**src/hw/rtl/gcp_pkg.sv**
```systemverilog
// Shared types, constants and helper functions for the G-code line field parser.
`timescale 1ns / 1ps

package gcp_pkg;

    localparam int VALUE_BITS_DEFAULT = 32;
    localparam int NUM_NAMES          = 10;
    localparam int NUM_FIELDS         = 6;
    localparam int NAME_MAX_CHARS     = 4;
    localparam int QUEUE_DEPTH        = 2;
    localparam int OUT_VALUE_BITS     = 32;

    localparam logic [7:0] CH_SPACE = 8'h20;
    localparam logic [7:0] CH_TAB   = 8'h09;
    localparam logic [7:0] CH_CR    = 8'h0D;
    localparam logic [7:0] CH_PLUS  = 8'h2B;
    localparam logic [7:0] CH_MINUS = 8'h2D;
    localparam logic [7:0] CH_ZERO  = 8'h30;
    localparam logic [7:0] CH_NINE  = 8'h39;

    // Field selector codes, also the bit positions in the used mask.
    localparam logic [2:0] FLD_X    = 3'd0;
    localparam logic [2:0] FLD_Y    = 3'd1;
    localparam logic [2:0] FLD_Z    = 3'd2;
    localparam logic [2:0] FLD_E    = 3'd3;
    localparam logic [2:0] FLD_F    = 3'd4;
    localparam logic [2:0] FLD_S    = 3'd5;
    localparam logic [2:0] FLD_NONE = 3'd7;

    localparam logic STATUS_OK      = 1'b0;
    localparam logic STATUS_UNKNOWN = 1'b1;

    // Command names in index order, padded with zero bytes.
    localparam logic [7:0] NAME_CHARS [NUM_NAMES][NAME_MAX_CHARS] = '{
        '{"G", "1", 8'h00, 8'h00},
        '{"G", "2", "8", 8'h00},
        '{"G", "9", "0", 8'h00},
        '{"G", "9", "1", 8'h00},
        '{"G", "9", "2", 8'h00},
        '{"M", "1", "0", "4"},
        '{"M", "1", "0", "9"},
        '{"M", "1", "4", "0"},
        '{"M", "1", "9", "0"},
        '{"M", "1", "0", "6"}
    };
    localparam logic [2:0] NAME_LENGTHS [NUM_NAMES] = '{
        3'd2, 3'd3, 3'd3, 3'd3, 3'd3, 3'd4, 3'd4, 3'd4, 3'd4, 3'd4
    };

    typedef enum logic [1:0] {
        PH_AWAIT_NAME = 2'd0,
        PH_IN_NAME    = 2'd1,
        PH_BETWEEN    = 2'd2,
        PH_IN_FIELD   = 2'd3
    } t_phase;

    typedef struct packed {
        logic [7:0] ch;
        logic       line_end;
    } t_in_word;

    typedef struct packed {
        logic        status;
        logic [3:0]  command;
        logic [31:0] x_value;
        logic [31:0] y_value;
        logic [31:0] z_value;
        logic [31:0] e_value;
        logic [31:0] f_value;
        logic [31:0] s_value;
        logic [5:0]  used_mask;
    } t_out_word;

    // Classified character as it travels through the queue.
    typedef struct packed {
        logic [7:0] ch;
        logic       line_end;
        logic       is_space;
        logic       is_digit;
        logic [3:0] digit;
        logic       is_sign;
        logic       is_minus;
        logic       is_blank;
        logic [2:0] letter;
    } t_char_info;

    // Names that still agree with a character at a given name position.
    function automatic logic [NUM_NAMES-1:0] name_hits(logic [7:0] c, logic [2:0] pos);
        logic [NUM_NAMES-1:0] hits;
        hits = '0;
        for (int i = 0; i < NUM_NAMES; i++) begin
            if (pos < NAME_LENGTHS[i]) begin
                hits[i] = (NAME_CHARS[i][pos[1:0]] == c);
            end
        end
        return hits;
    endfunction

    // Names whose length equals the given length.
    function automatic logic [NUM_NAMES-1:0] name_length_hits(logic [2:0] len);
        logic [NUM_NAMES-1:0] hits;
        for (int i = 0; i < NUM_NAMES; i++) begin
            hits[i] = (NAME_LENGTHS[i] == len);
        end
        return hits;
    endfunction

endpackage

```
**src/hw/rtl/gcp_front.sv**
```systemverilog
// Front end: accepts input words and classifies each character.
`timescale 1ns / 1ps

module gcp_front (
    input  gcp_pkg::t_in_word   i_word,
    output gcp_pkg::t_char_info o_info
);

    logic [7:0] ch;
    logic [7:0] digit_offset;

    assign ch           = i_word.ch;
    assign digit_offset = ch - gcp_pkg::CH_ZERO;

    always_comb begin
        o_info.ch       = ch;
        o_info.line_end = i_word.line_end;
        o_info.is_space = (ch == gcp_pkg::CH_SPACE);
        o_info.is_digit = (ch >= gcp_pkg::CH_ZERO) && (ch <= gcp_pkg::CH_NINE);
        o_info.digit    = digit_offset[3:0];
        o_info.is_sign  = (ch == gcp_pkg::CH_PLUS) || (ch == gcp_pkg::CH_MINUS);
        o_info.is_minus = (ch == gcp_pkg::CH_MINUS);
        o_info.is_blank = (ch >= gcp_pkg::CH_TAB) && (ch <= gcp_pkg::CH_CR);
        unique case (ch)
            "X":     o_info.letter = gcp_pkg::FLD_X;
            "Y":     o_info.letter = gcp_pkg::FLD_Y;
            "Z":     o_info.letter = gcp_pkg::FLD_Z;
            "E":     o_info.letter = gcp_pkg::FLD_E;
            "F":     o_info.letter = gcp_pkg::FLD_F;
            "S":     o_info.letter = gcp_pkg::FLD_S;
            default: o_info.letter = gcp_pkg::FLD_NONE;
        endcase
    end

endmodule

```
**src/hw/rtl/gcp_queue.sv**
```systemverilog
// Short queue of classified characters between the front and back ends.
`timescale 1ns / 1ps

module gcp_queue (
    input  logic                i_clk,
    input  logic                i_rst_n,
    input  logic                i_push,
    input  gcp_pkg::t_char_info i_data,
    output logic                o_full,
    input  logic                i_pop,
    output logic                o_valid,
    output gcp_pkg::t_char_info o_data
);

    localparam int DEPTH = gcp_pkg::QUEUE_DEPTH;
    localparam int PW    = (DEPTH > 1) ? $clog2(DEPTH) : 1;
    localparam int CW    = $clog2(DEPTH + 1);

    gcp_pkg::t_char_info r_mem [DEPTH];
    logic [PW-1:0] r_wr_ptr, n_wr_ptr;
    logic [PW-1:0] r_rd_ptr, n_rd_ptr;
    logic [CW-1:0] r_count,  n_count;

    function automatic logic [PW-1:0] ptr_next(logic [PW-1:0] p);
        return (p == PW'(DEPTH - 1)) ? '0 : p + 1'b1;
    endfunction

    assign o_full  = (r_count == CW'(DEPTH));
    assign o_valid = (r_count != '0);
    assign o_data  = r_mem[r_rd_ptr];

    always_comb begin
        n_wr_ptr = i_push ? ptr_next(r_wr_ptr) : r_wr_ptr;
        n_rd_ptr = i_pop  ? ptr_next(r_rd_ptr) : r_rd_ptr;
        n_count  = r_count + CW'(i_push) - CW'(i_pop);
    end

    always_ff @(posedge i_clk) begin
        if (!i_rst_n) begin
            r_wr_ptr <= '0;
            r_rd_ptr <= '0;
            r_count  <= '0;
        end else begin
            r_wr_ptr <= n_wr_ptr;
            r_rd_ptr <= n_rd_ptr;
            r_count  <= n_count;
        end
    end

    always_ff @(posedge i_clk) begin
        if (i_push) begin
            r_mem[r_wr_ptr] <= i_data;
        end
    end

endmodule

```
**src/hw/rtl/gcp_back.sv**
```systemverilog
// Back end: line parser state, number accumulation and the result register.
`timescale 1ns / 1ps

module gcp_back #(
    parameter int VALUE_BITS = gcp_pkg::VALUE_BITS_DEFAULT
) (
    input  logic                i_clk,
    input  logic                i_rst_n,
    input  logic                i_valid,
    input  gcp_pkg::t_char_info i_info,
    output logic                o_pop,
    output logic                o_out_valid,
    input  logic                i_out_ready,
    output gcp_pkg::t_out_word  o_out_word
);

    localparam int VB = VALUE_BITS;
    localparam int NF = gcp_pkg::NUM_FIELDS;
    localparam int NN = gcp_pkg::NUM_NAMES;
    localparam logic [VB-1:0] HALF = {1'b1, {(VB-1){1'b0}}};

    gcp_pkg::t_phase   r_phase, n_phase;
    logic [NN-1:0]     r_mask, n_mask;
    logic [2:0]        r_name_len, n_name_len;
    logic [2:0]        r_letter, n_letter;
    logic              r_started, n_started;
    logic              r_negative, n_negative;
    logic [VB-1:0]     r_acc, n_acc;
    logic [VB-1:0]     r_values [NF];
    logic [VB-1:0]     n_values [NF];
    logic [NF-1:0]     r_present, n_present;
    logic              r_out_valid;
    gcp_pkg::t_out_word r_out, n_out;

    logic [VB+3:0]     acc_ext, prod;
    logic              sat;
    logic [VB-1:0]     acc_step;
    logic [VB-1:0]     value_step;
    logic              take_digit;
    logic [NN-1:0]     final_mask;
    logic              ok;
    logic [3:0]        cmd;
    logic [63:0]       ext [NF];
    logic [31:0]       vals [NF];

    // Line-end words wait for a free result register; other words never stall.
    assign o_pop       = i_valid && (!i_info.line_end || !r_out_valid || i_out_ready);
    assign o_out_valid = r_out_valid;
    assign o_out_word  = r_out;

    // Saturating accumulate by ten; saturation when the new magnitude exceeds half.
    always_comb begin
        acc_ext    = {4'b0, r_acc};
        prod       = (acc_ext << 3) + (acc_ext << 1) + {{VB{1'b0}}, i_info.digit};
        sat        = prod > {4'b0, HALF};
        acc_step   = sat ? HALF : prod[VB-1:0];
        if (n_negative) begin
            value_step = '0 - acc_step;
        end else begin
            value_step = (acc_step == HALF) ? HALF - 1'b1 : acc_step;
        end
    end

    always_comb begin
        n_phase    = r_phase;
        n_mask     = r_mask;
        n_name_len = r_name_len;
        n_letter   = r_letter;
        n_started  = r_started;
        n_negative = r_negative;
        n_acc      = r_acc;
        n_values   = r_values;
        n_present  = r_present;
        take_digit = 1'b0;

        unique case (r_phase)
            gcp_pkg::PH_AWAIT_NAME, gcp_pkg::PH_IN_NAME: begin
                if (i_info.is_space) begin
                    if (r_phase == gcp_pkg::PH_IN_NAME) begin
                        n_mask  = r_mask & gcp_pkg::name_length_hits(r_name_len);
                        n_phase = gcp_pkg::PH_BETWEEN;
                    end
                end else begin
                    n_phase = gcp_pkg::PH_IN_NAME;
                    n_mask  = r_mask & gcp_pkg::name_hits(i_info.ch, r_name_len);
                    if (r_name_len != 3'd7) begin
                        n_name_len = r_name_len + 3'd1;
                    end
                end
            end
            gcp_pkg::PH_BETWEEN: begin
                if (!i_info.is_space) begin
                    n_phase    = gcp_pkg::PH_IN_FIELD;
                    n_letter   = i_info.letter;
                    n_started  = 1'b0;
                    n_negative = 1'b0;
                    n_acc      = '0;
                    if (i_info.letter != gcp_pkg::FLD_NONE) begin
                        n_present[i_info.letter] = 1'b1;
                        n_values[i_info.letter]  = '0;
                    end
                end
            end
            gcp_pkg::PH_IN_FIELD: begin
                if (i_info.is_space) begin
                    n_phase  = gcp_pkg::PH_BETWEEN;
                    n_letter = gcp_pkg::FLD_NONE;
                end else if (r_letter != gcp_pkg::FLD_NONE) begin
                    priority if (!r_started && i_info.is_blank) begin
                        n_letter = r_letter;
                    end else if (!r_started && i_info.is_sign) begin
                        n_started  = 1'b1;
                        n_negative = i_info.is_minus;
                    end else if (!i_info.is_digit) begin
                        n_letter = gcp_pkg::FLD_NONE;
                    end else begin
                        n_started  = 1'b1;
                        take_digit = 1'b1;
                    end
                end
            end
            default: begin
                n_phase = r_phase;
            end
        endcase

        if (take_digit) begin
            n_acc              = acc_step;
            n_values[r_letter] = value_step;
        end
    end

    // Result assembly on the line-end word.
    always_comb begin
        final_mask = (n_phase == gcp_pkg::PH_IN_NAME)
                   ? (n_mask & gcp_pkg::name_length_hits(n_name_len)) : n_mask;
        ok  = (n_phase != gcp_pkg::PH_AWAIT_NAME) && (final_mask != '0);
        cmd = '0;
        for (int i = NN - 1; i >= 0; i--) begin
            if (final_mask[i]) begin
                cmd = 4'(i);
            end
        end
        for (int k = 0; k < NF; k++) begin
            ext[k]  = 64'(signed'(n_values[k]));
            vals[k] = ok ? ext[k][31:0] : 32'd0;
        end
        n_out.status    = ok ? gcp_pkg::STATUS_OK : gcp_pkg::STATUS_UNKNOWN;
        n_out.command   = ok ? cmd : 4'd0;
        n_out.x_value   = vals[gcp_pkg::FLD_X];
        n_out.y_value   = vals[gcp_pkg::FLD_Y];
        n_out.z_value   = vals[gcp_pkg::FLD_Z];
        n_out.e_value   = vals[gcp_pkg::FLD_E];
        n_out.f_value   = vals[gcp_pkg::FLD_F];
        n_out.s_value   = vals[gcp_pkg::FLD_S];
        n_out.used_mask = ok ? n_present : 6'd0;
    end

    always_ff @(posedge i_clk) begin
        if (!i_rst_n) begin
            r_phase     <= gcp_pkg::PH_AWAIT_NAME;
            r_mask      <= '1;
            r_name_len  <= '0;
            r_letter    <= gcp_pkg::FLD_NONE;
            r_started   <= 1'b0;
            r_negative  <= 1'b0;
            r_acc       <= '0;
            r_values    <= '{default: '0};
            r_present   <= '0;
            r_out_valid <= 1'b0;
        end else begin
            if (o_pop && i_info.line_end) begin
                r_phase     <= gcp_pkg::PH_AWAIT_NAME;
                r_mask      <= '1;
                r_name_len  <= '0;
                r_letter    <= gcp_pkg::FLD_NONE;
                r_started   <= 1'b0;
                r_negative  <= 1'b0;
                r_acc       <= '0;
                r_values    <= '{default: '0};
                r_present   <= '0;
                r_out_valid <= 1'b1;
            end else begin
                if (o_pop) begin
                    r_phase    <= n_phase;
                    r_mask     <= n_mask;
                    r_name_len <= n_name_len;
                    r_letter   <= n_letter;
                    r_started  <= n_started;
                    r_negative <= n_negative;
                    r_acc      <= n_acc;
                    r_values   <= n_values;
                    r_present  <= n_present;
                end
                if (i_out_ready) begin
                    r_out_valid <= 1'b0;
                end
            end
        end
    end

    always_ff @(posedge i_clk) begin
        if (o_pop && i_info.line_end) begin
            r_out <= n_out;
        end
    end

endmodule

```
**src/hw/rtl/gcode_line_field_parser.sv**
```systemverilog
// Top level of the G-code line field parser: front end, queue and back end.
`timescale 1ns / 1ps

// The block takes a command line one character per word, the last character
// flagged by line_end, and delivers one result word per line carrying the
// status, the command index, the X, Y, Z, E, F and S values and a mask of the
// fields seen. It accepts one input word per clock cycle while the queue is
// not full. A word is classified by the front end as it is accepted and
// written into a two-entry queue; the back end takes one word a cycle from
// the queue, save a line-end word held back by an untaken result, and
// advances the parser with the single multiply-by-ten-and-add of the number
// accumulator. A result word is loaded into the output register at the same
// edge at which its line-end character leaves the queue. The output register
// lets the next line stream in while a result waits; only a second line-end
// word stalls behind an untaken result, and then the queue fills and input
// ready falls. Values accumulate in VALUE_BITS bits and saturate to that
// signed range before being presented as 32-bit words. No clearing pass is
// needed after reset; the block is ready as soon as reset is released.
module gcode_line_field_parser #(
    parameter int VALUE_BITS = gcp_pkg::VALUE_BITS_DEFAULT
) (
    input  logic               i_clk,
    input  logic               i_rst_n,
    input  logic               i_in_valid,
    output logic               o_in_ready,
    input  gcp_pkg::t_in_word  i_in_word,
    output logic               o_out_valid,
    input  logic               i_out_ready,
    output gcp_pkg::t_out_word o_out_word
);

    gcp_pkg::t_char_info front_info;
    gcp_pkg::t_char_info queue_info;
    logic                queue_full;
    logic                queue_valid;
    logic                queue_pop;
    logic                queue_push;

    // Ready depends only on the queue fill, never on the output side.
    assign o_in_ready = !queue_full;
    assign queue_push = i_in_valid && !queue_full;

    gcp_front u_front (
        .i_word (i_in_word),
        .o_info (front_info)
    );

    gcp_queue u_queue (
        .i_clk   (i_clk),
        .i_rst_n (i_rst_n),
        .i_push  (queue_push),
        .i_data  (front_info),
        .o_full  (queue_full),
        .i_pop   (queue_pop),
        .o_valid (queue_valid),
        .o_data  (queue_info)
    );

    gcp_back #(
        .VALUE_BITS (VALUE_BITS)
    ) u_back (
        .i_clk       (i_clk),
        .i_rst_n     (i_rst_n),
        .i_valid     (queue_valid),
        .i_info      (queue_info),
        .o_pop       (queue_pop),
        .o_out_valid (o_out_valid),
        .i_out_ready (i_out_ready),
        .o_out_word  (o_out_word)
    );

endmodule

```
**config.mk**
```make
export PLATFORM = sky130hd
export DESIGN_NAME = gcode_line_field_parser
export DESIGN_NICKNAME = d
export VERILOG_FILES = /design/src/hw/rtl/gcp_pkg.sv /design/src/hw/rtl/gcp_front.sv /design/src/hw/rtl/gcp_queue.sv /design/src/hw/rtl/gcp_back.sv /design/src/hw/rtl/gcode_line_field_parser.sv
export SDC_FILE = /design/constraint.sdc
export NUM_CORES = 1
export LEC_CHECK = 0
export BUFFER_PORTS_ARGS = -buffer_cell sky130_fd_sc_hd__buf_2
export CELL_PAD_IN_SITES_DETAIL_PLACEMENT = 0
export CELL_PAD_IN_SITES_GLOBAL_PLACEMENT = 1
export CORE_UTILIZATION = 35
export DETAILED_ROUTE_END_ITERATION = 10
export PLACE_DENSITY_LB_ADDON = 0.2
export SYNTH_ARGS = -nofsm -noshare
export SYNTH_HDL_FRONTEND = slang
export SYNTH_HIERARCHICAL = 1
export SYNTH_SLANG_ARGS = --single-unit
export TNS_END_PERCENT = 50
```
**constraint.sdc**
```tcl
create_clock -name i_clk -period 10.6 [get_ports i_clk]
set_clock_uncertainty 0.15 [all_clocks]
set_input_delay 0.53 -clock i_clk [delete_from_list [all_inputs] [get_ports i_clk]]
set_output_delay 0.53 -clock i_clk [all_outputs]
set_load 0.01 [all_outputs]
```
# Word-level counts from Yosys, hierarchy flattened
# Memory sizes are Yosys's and may differ from the RTL's. A register that Yosys moved wholly into a read port is not among the register bits.
# Cells that the tools add are included.
# word_totals
ff_bits	458
latch_bits	0
ram_bits	42
rom_bits	0
n_memories	1
# classes
n_addsub	9
n_mul	0
div_mod_pow	0
magnitude_cmp	15
n_eq_ne	44
shifts	0
muxes	137
n_bitwise	11
reduce_logical	34
# memory_table
name	words	width	rd	rd_ports_with_merged_regs	write_ports	line	rtl
u_queue.r_mem	2	21	1	1	1	gcp_queue.sv:19	gcp_pkg::t_char_info r_mem [DEPTH];
# op_table
op	count
two-way mux 192 bit	4
two-way mux 32 bit	8
bitwise AND 192 bit	1
bitwise mux 192 bit	1
demux 32 bit (select 3 bit)	2
NOT 192 bit	1
binary-select mux 8 bit (select 2 bit)	10
two-way mux 8 bit	20
equality test 8 bit	10
two-way mux 1 bit	58
equality test 8 x 7 -> 1 bit (second input constant)	6
two-way mux 10 bit	4
two-way mux 3 bit	13
adder 35 x 33 -> 36 bit	1
adder 36 x 4 -> 36 bit	1
> comparator 36 x 32 -> 1 bit (second input constant)	1
equality test 32 bit (second input constant)	1
subtractor 1 x 32 -> 32 bit (first input constant)	1
bitwise AND 10 bit	3
equality test 8 x 6 -> 1 bit (second input constant)	3
two-way mux 6 bit	3
case mux 3 bit (6 select lines)	1
AND reduction 7 bit	2
equality test 2 x 3 -> 1 bit (first input constant)	4
other kinds (45)	91

# Depth between registers and ports, before layout
# logic_depth
depth_word	22
ltp_mapped	27
mapped_depth_nobuf	24

# Modules after synthesis
# The synthesis kept the hierarchy.
# by_module_without_submodules
mod	instances	cells_each	area_per_inst_um2	seq_area_each_um2
gcp_back	1	2385	22242.6	11120.7
gcp_queue	1	86	1823.0	1361.3
gcp_front	1	44	312.8	0.0
gcode_line_field_parser	1	2	10.0	0.0

# Worst setup path after synthesis
# OpenSTA, ideal clock, no wires.
# synth_timing
path_type	reg2reg
start	reg with a tool-made name
end	reg u_back.r_out (netlist bit u_back/o_out_word[104]), data pin
setup_ns	0.271
arrival_ns	5.798
required_time_ns	10.179
setup_slack_ns	4.380
path_stages_with_launch	25
synth_period_minus_slack_ns	6.220
cell_sequence	dfxtp_1 buf_6 mux2_4 ha_1 ha_1 inv_1 fa_1 nand2b_1 a21o_1 a21boi_1 xor2_1 nor4_1 nand3_1 o31a_1 buf_6 nor2_2 nand2_1 ha_1 clkbuf_1 o211ai_1 clkbuf_1 nand2_1 mux2i_1 clkbuf_1 o22ai_1
# synth_lines
item	line	rtl
end signal: assignment	gcp_back.sv:204	r_out <= n_out;
end: declaration	gcp_back.sv:33	gcp_pkg::t_out_word r_out, n_out;

==> results.py <==
metrics = {
    "placed_design": {
        "io_buffers": 217,
        "place_ws_ns": 2.21,
        "place_area_sq_mm": 0.0262,
        "gp_congestion": 0.874,
        "dpl.hpwl_microns": 53300,
    },
    "die": {
        "initial_core_util_pct": 35.4,
        "die_x_microns": 266,
        "ioPinCount": 218,
        "rows": 96,
        "fp.dieH_microns": 266,
        "core_area_sq_mm": 0.0688,
        "dieArea_sq_mm": 0.0707,
    },
    "worst_setup_path": {
        "cp_cell_sequence": "mux2_1, inv_1, fa_1, fa_1, nand2b_1, a21o_1, a21boi_1, xor2_1, nor4_1, nand3_1, o31a_1, buf_4, nor2_2, nand2_1, ha_1, o211ai_1, buf_4, nand4_1, a2bb2oi_1, o22ai_1",
        "path_buf_inv": 3,
        "critical_path.max_stage_delay_ns": 0.96,
        "slowest_stage": "a2bb2oi_1",
        "cp.required_ns": 10.76,
        "critical_path_class": "register to register",
        "worst_setup_path_start_kind": "register",
        "arrival_ns": 8.59,
        "crit_family": "compound AO/OA/AOI/OAI gates",
        "cp_max_fo": 28,
        "setup.worst_path.end_class": "register",
    },
    "drt": {
        "via_per_inst": 5.64,
        "wire_per_inst_microns": 21.8,
        "drcViolationCount": 0,
        "vias": 20200,
        "drtIter0Drc": 1728,
        "routed_wl_microns": 78300,
        "antenna_left": 0,
        "firstDrtPassIters": 5,
    },
    "finish": {
        "design_area_sq_mm": 0.0280,
        "nNetsFinal": 2701,
        "nFillCells": 6734,
        "drive_gt1_share_pct": 16.5,
        "diodes": 0,
        "syn_to_final_growth_pct": 14.8,
    },
    "timing": {
        "fmax_ghz": 0.119,
        "finalMaxSlewViolations": 0,
        "slew-limit-headroom_pct": 6.04,
        "setup_slack_ns": 2.18,
        "period_minus_slack_ns": 8.42,
        "fin_setup_tns_ns": 0,
        "holdWs_ns": 0.0637,
        "rsz0062_at_grt": "false",
        "tightestPinTransition_ns": 1.40,
        "hold_viol": 0,
        "finalSetupViolCount": 0,
        "fin_crit_sh_pct": 79.4,
    },
    "status": {
        "outcome": "finished, final reports clean",
    },
    "worst_hold_path": {
        "hold_class": "primary input to register",
    },
    "cts": {
        "cts_root_buf": "clkbuf_16",
        "clk_pin_slew_ns": 0.06,
        "cts.htree.levels": 2,
        "numClockSinks": 501,
        "cts_made_buffers": 54,
        "cts_setup_buffers": 0,
        "clk_latency_ns": 0.63,
        "cts_tree": "done",
        "cts.path.max_buffers": 3,
    },
    "global_route": {
        "grt_usage_pct": 21.6,
        "antenna_found_initial": 5,
        "grt_pass1_vias": 19100,
        "grt_pass1_wl_microns": 119000,
        "grt-ovfl-total": 0,
        "grt_max_degree": 128,
    },
    "synthesis": {
        "syn_area_sq_mm": 0.0244,
        "synth_edf_count": 245,
        "ys_seq_area_share_pct": 51.2,
        "synth_mux_area_share_pct": 1.44,
        "synthSimpleGateAreaFrac_pct": 16.5,
        "synth_top_family_by_area": "compound AO/OA/AOI/OAI gates",
        "synthXorXnorAreaFrac_pct": 2.16,
        "synth_seq_cells": 501,
        "syn_inst": 2517,
        "synth-compound-area-share_pct": 20.5,
        "yosysUniqueCellTypes": 98,
        "synth_adder_area_share_pct": 3.76,
        "synth_warnings": 6,
        "ys.flop_type": "dfxtp_1",
        "async_flop_share_pct": 0,
        "synth_fp_nets": 2602,
        "syn_avg_cell_area_sq_um": 9.69,
    },
    "power_and_ir_drop": {
        "p_int_w": 0.00385,
        "switching_power_w": 0.00193,
        "p_leak_nw": 10.1,
        "sw_frac_of_total_pct": 33.4,
        "p_clk_share_pct": 33.3,
        "power_w": 0.00577,
        "power_density_mw_per_mm2": 206,
        "irDropWorstVdd_mv": 0.173,
        "p_comb_share_pct": 23.8,
        "pwr-share-seq_pct": 42.9,
    },
    "job": {
        "cap_violations": 0,
    },
}
## cells by family (layout without fill, tap and decap cells)
kind of cell | count (synthesis) | after routing
flops | 501 | 501
compound gates | 750 | 750
fa+ha+maj | 72 | 72
buf+inv | 255 | 399
xor+xnor | 57 | 57
mux | 25 | 25
simple gates | 857 | 857
## worst paths after layout
check | endpoint | depth (start not counted) | startpoint | slack, ns
hold / removal | u_queue/r_mem[1][20]$_DFFE_PP_ | 1 | i_in_word[8] | 0.06
setup / recovery | u_back/o_out_word[66]$_SDFFCE_PN0P_ | 20 | register | 2.18
setup reg to reg | u_back/o_out_word[66]$_SDFFCE_PN0P_ | 20 | register | 2.18
hold reg to reg | u_back/r_values[136]$_SDFFE_PP0P_ | 2 | u_back/r_values[136]$_SDFFE_PP0P_ | 0.30
## metrics by stage
stage | utilization (%) | std cells
finish | 40.7 | 3592
floorplan | - | 2517
detailed placement | 38.1 | 3490
global placement | 38.1 | 3490
global route | 40.7 | 3592
CTS | 40.7 | 3592
## state kept, by name, indices dropped and copies added (netlist names), named ones only
| name | flops |
|---|---|
| u_back/r_acc | 32 |
| u_back/r_phase | 2 |
| u_back/r_mask | 10 |
| u_queue/r_mem | 42 |
| u_back/o_out_word | 203 |
| u_queue/r_count | 2 |
| u_back/r_name_len | 3 |
| u_back/r_negative | 1 |
| u_queue/r_wr_ptr | 1 |
| u_queue/r_rd_ptr | 1 |
| u_back/r_started | 1 |
| u_back/r_present | 6 |
| u_back/r_letter | 3 |
| u_back/o_out_valid | 1 |
| u_back/r_values | 192 |
## power groups by stage
stage	Clock, W	Combinational (W)	Sequential (W)
after floorplan	0	0.000776	0.00261
after global placement	0	0.00137	0.00252
after detailed placement	0	0.00139	0.00252
after CTS	0.00197	0.00139	0.00248
after global routing	0.00204	0.00149	0.00250
final	0.00192	0.00138	0.00247
## area by class of cell
cell class | count | area [sq um] | share of cell area, %
clock buffers | 68 | 1430 | 5.12
clock inverters | 33 | 363 | 1.30
inverters | 29 | 116 | 0.416
multi-input cells | 1761 | 11000 | 39.1
flip-flops and latches | 501 | 12500 | 44.6
well taps | 931 | 1160 | 4.16
repair buffers | 269 | 1480 | 5.28
## Yosys cell counts, types with 13 or more instances
library cell	count	share of area, %
dfxtp_1	256	21
nor2_1	252	3.9
edfxtp_1	245	30
nand2_1	243	3.7
clkbuf_1	167	2.6
o21ai_0	158	3.2
nand3_1	153	3.1
a22oi_1	138	4.2
a21oi_1	137	2.8
o22ai_1	73	1.9
ha_1	70	3.6
nor3_1	34	0.70
buf_2	32	0.66
and3_1	30	0.77
xnor2_1	30	1.1
inv_1	28	0.43
a211oi_1	26	0.80
o31ai_1	26	0.80
and2_1	25	0.64
xor2_1	24	0.86
o21ai_1	22	0.45
mux2_4	20	1.2
a31oi_1	17	0.44
nand2b_1	17	0.44
nor2b_1	17	0.44
a32oi_1	15	0.54
nand4_1	15	0.38
buf_4	14	0.43
a21o_1	13	0.40
nor4_1	13	0.33
## placed cells by master (no fill, tap or decap), types with 25 or more instances in the layout
cell type / n
o21ai_0: 158
ha_1: 70
and3_1: 30
a22oi_1: 138
clkbuf_16: 54
edfxtp_1: 245
a21oi_1: 136
buf_4: 51
and2_1: 25
inv_1: 27
o22ai_1: 73
nor3_1: 34
nor2_1: 252
nand2_1: 242
buf_2: 217
nand3_1: 153
xnor2_1: 30
dfxtp_1: 256
## layer usage
metal / vias to the layer above / GRT usage (%) / wire [microns]
met4: 0 / 6.23 / 1960
li1: 9502 / - / -
met1: 9978 / 30.5 / 35300
met3: 106 / 2.74 / 4810
met5: - / 0 / 0
met2: 659 / 34.7 / 36300
## what timing repair did
| item | CTS | global route |
|---|---|---|
| hold buffers | 1 | 0 |
| endpoints found under the hold margin | 2 | 0 |
| resized for setup | 0 | 0 |
(Power assumes the default switching activity.)
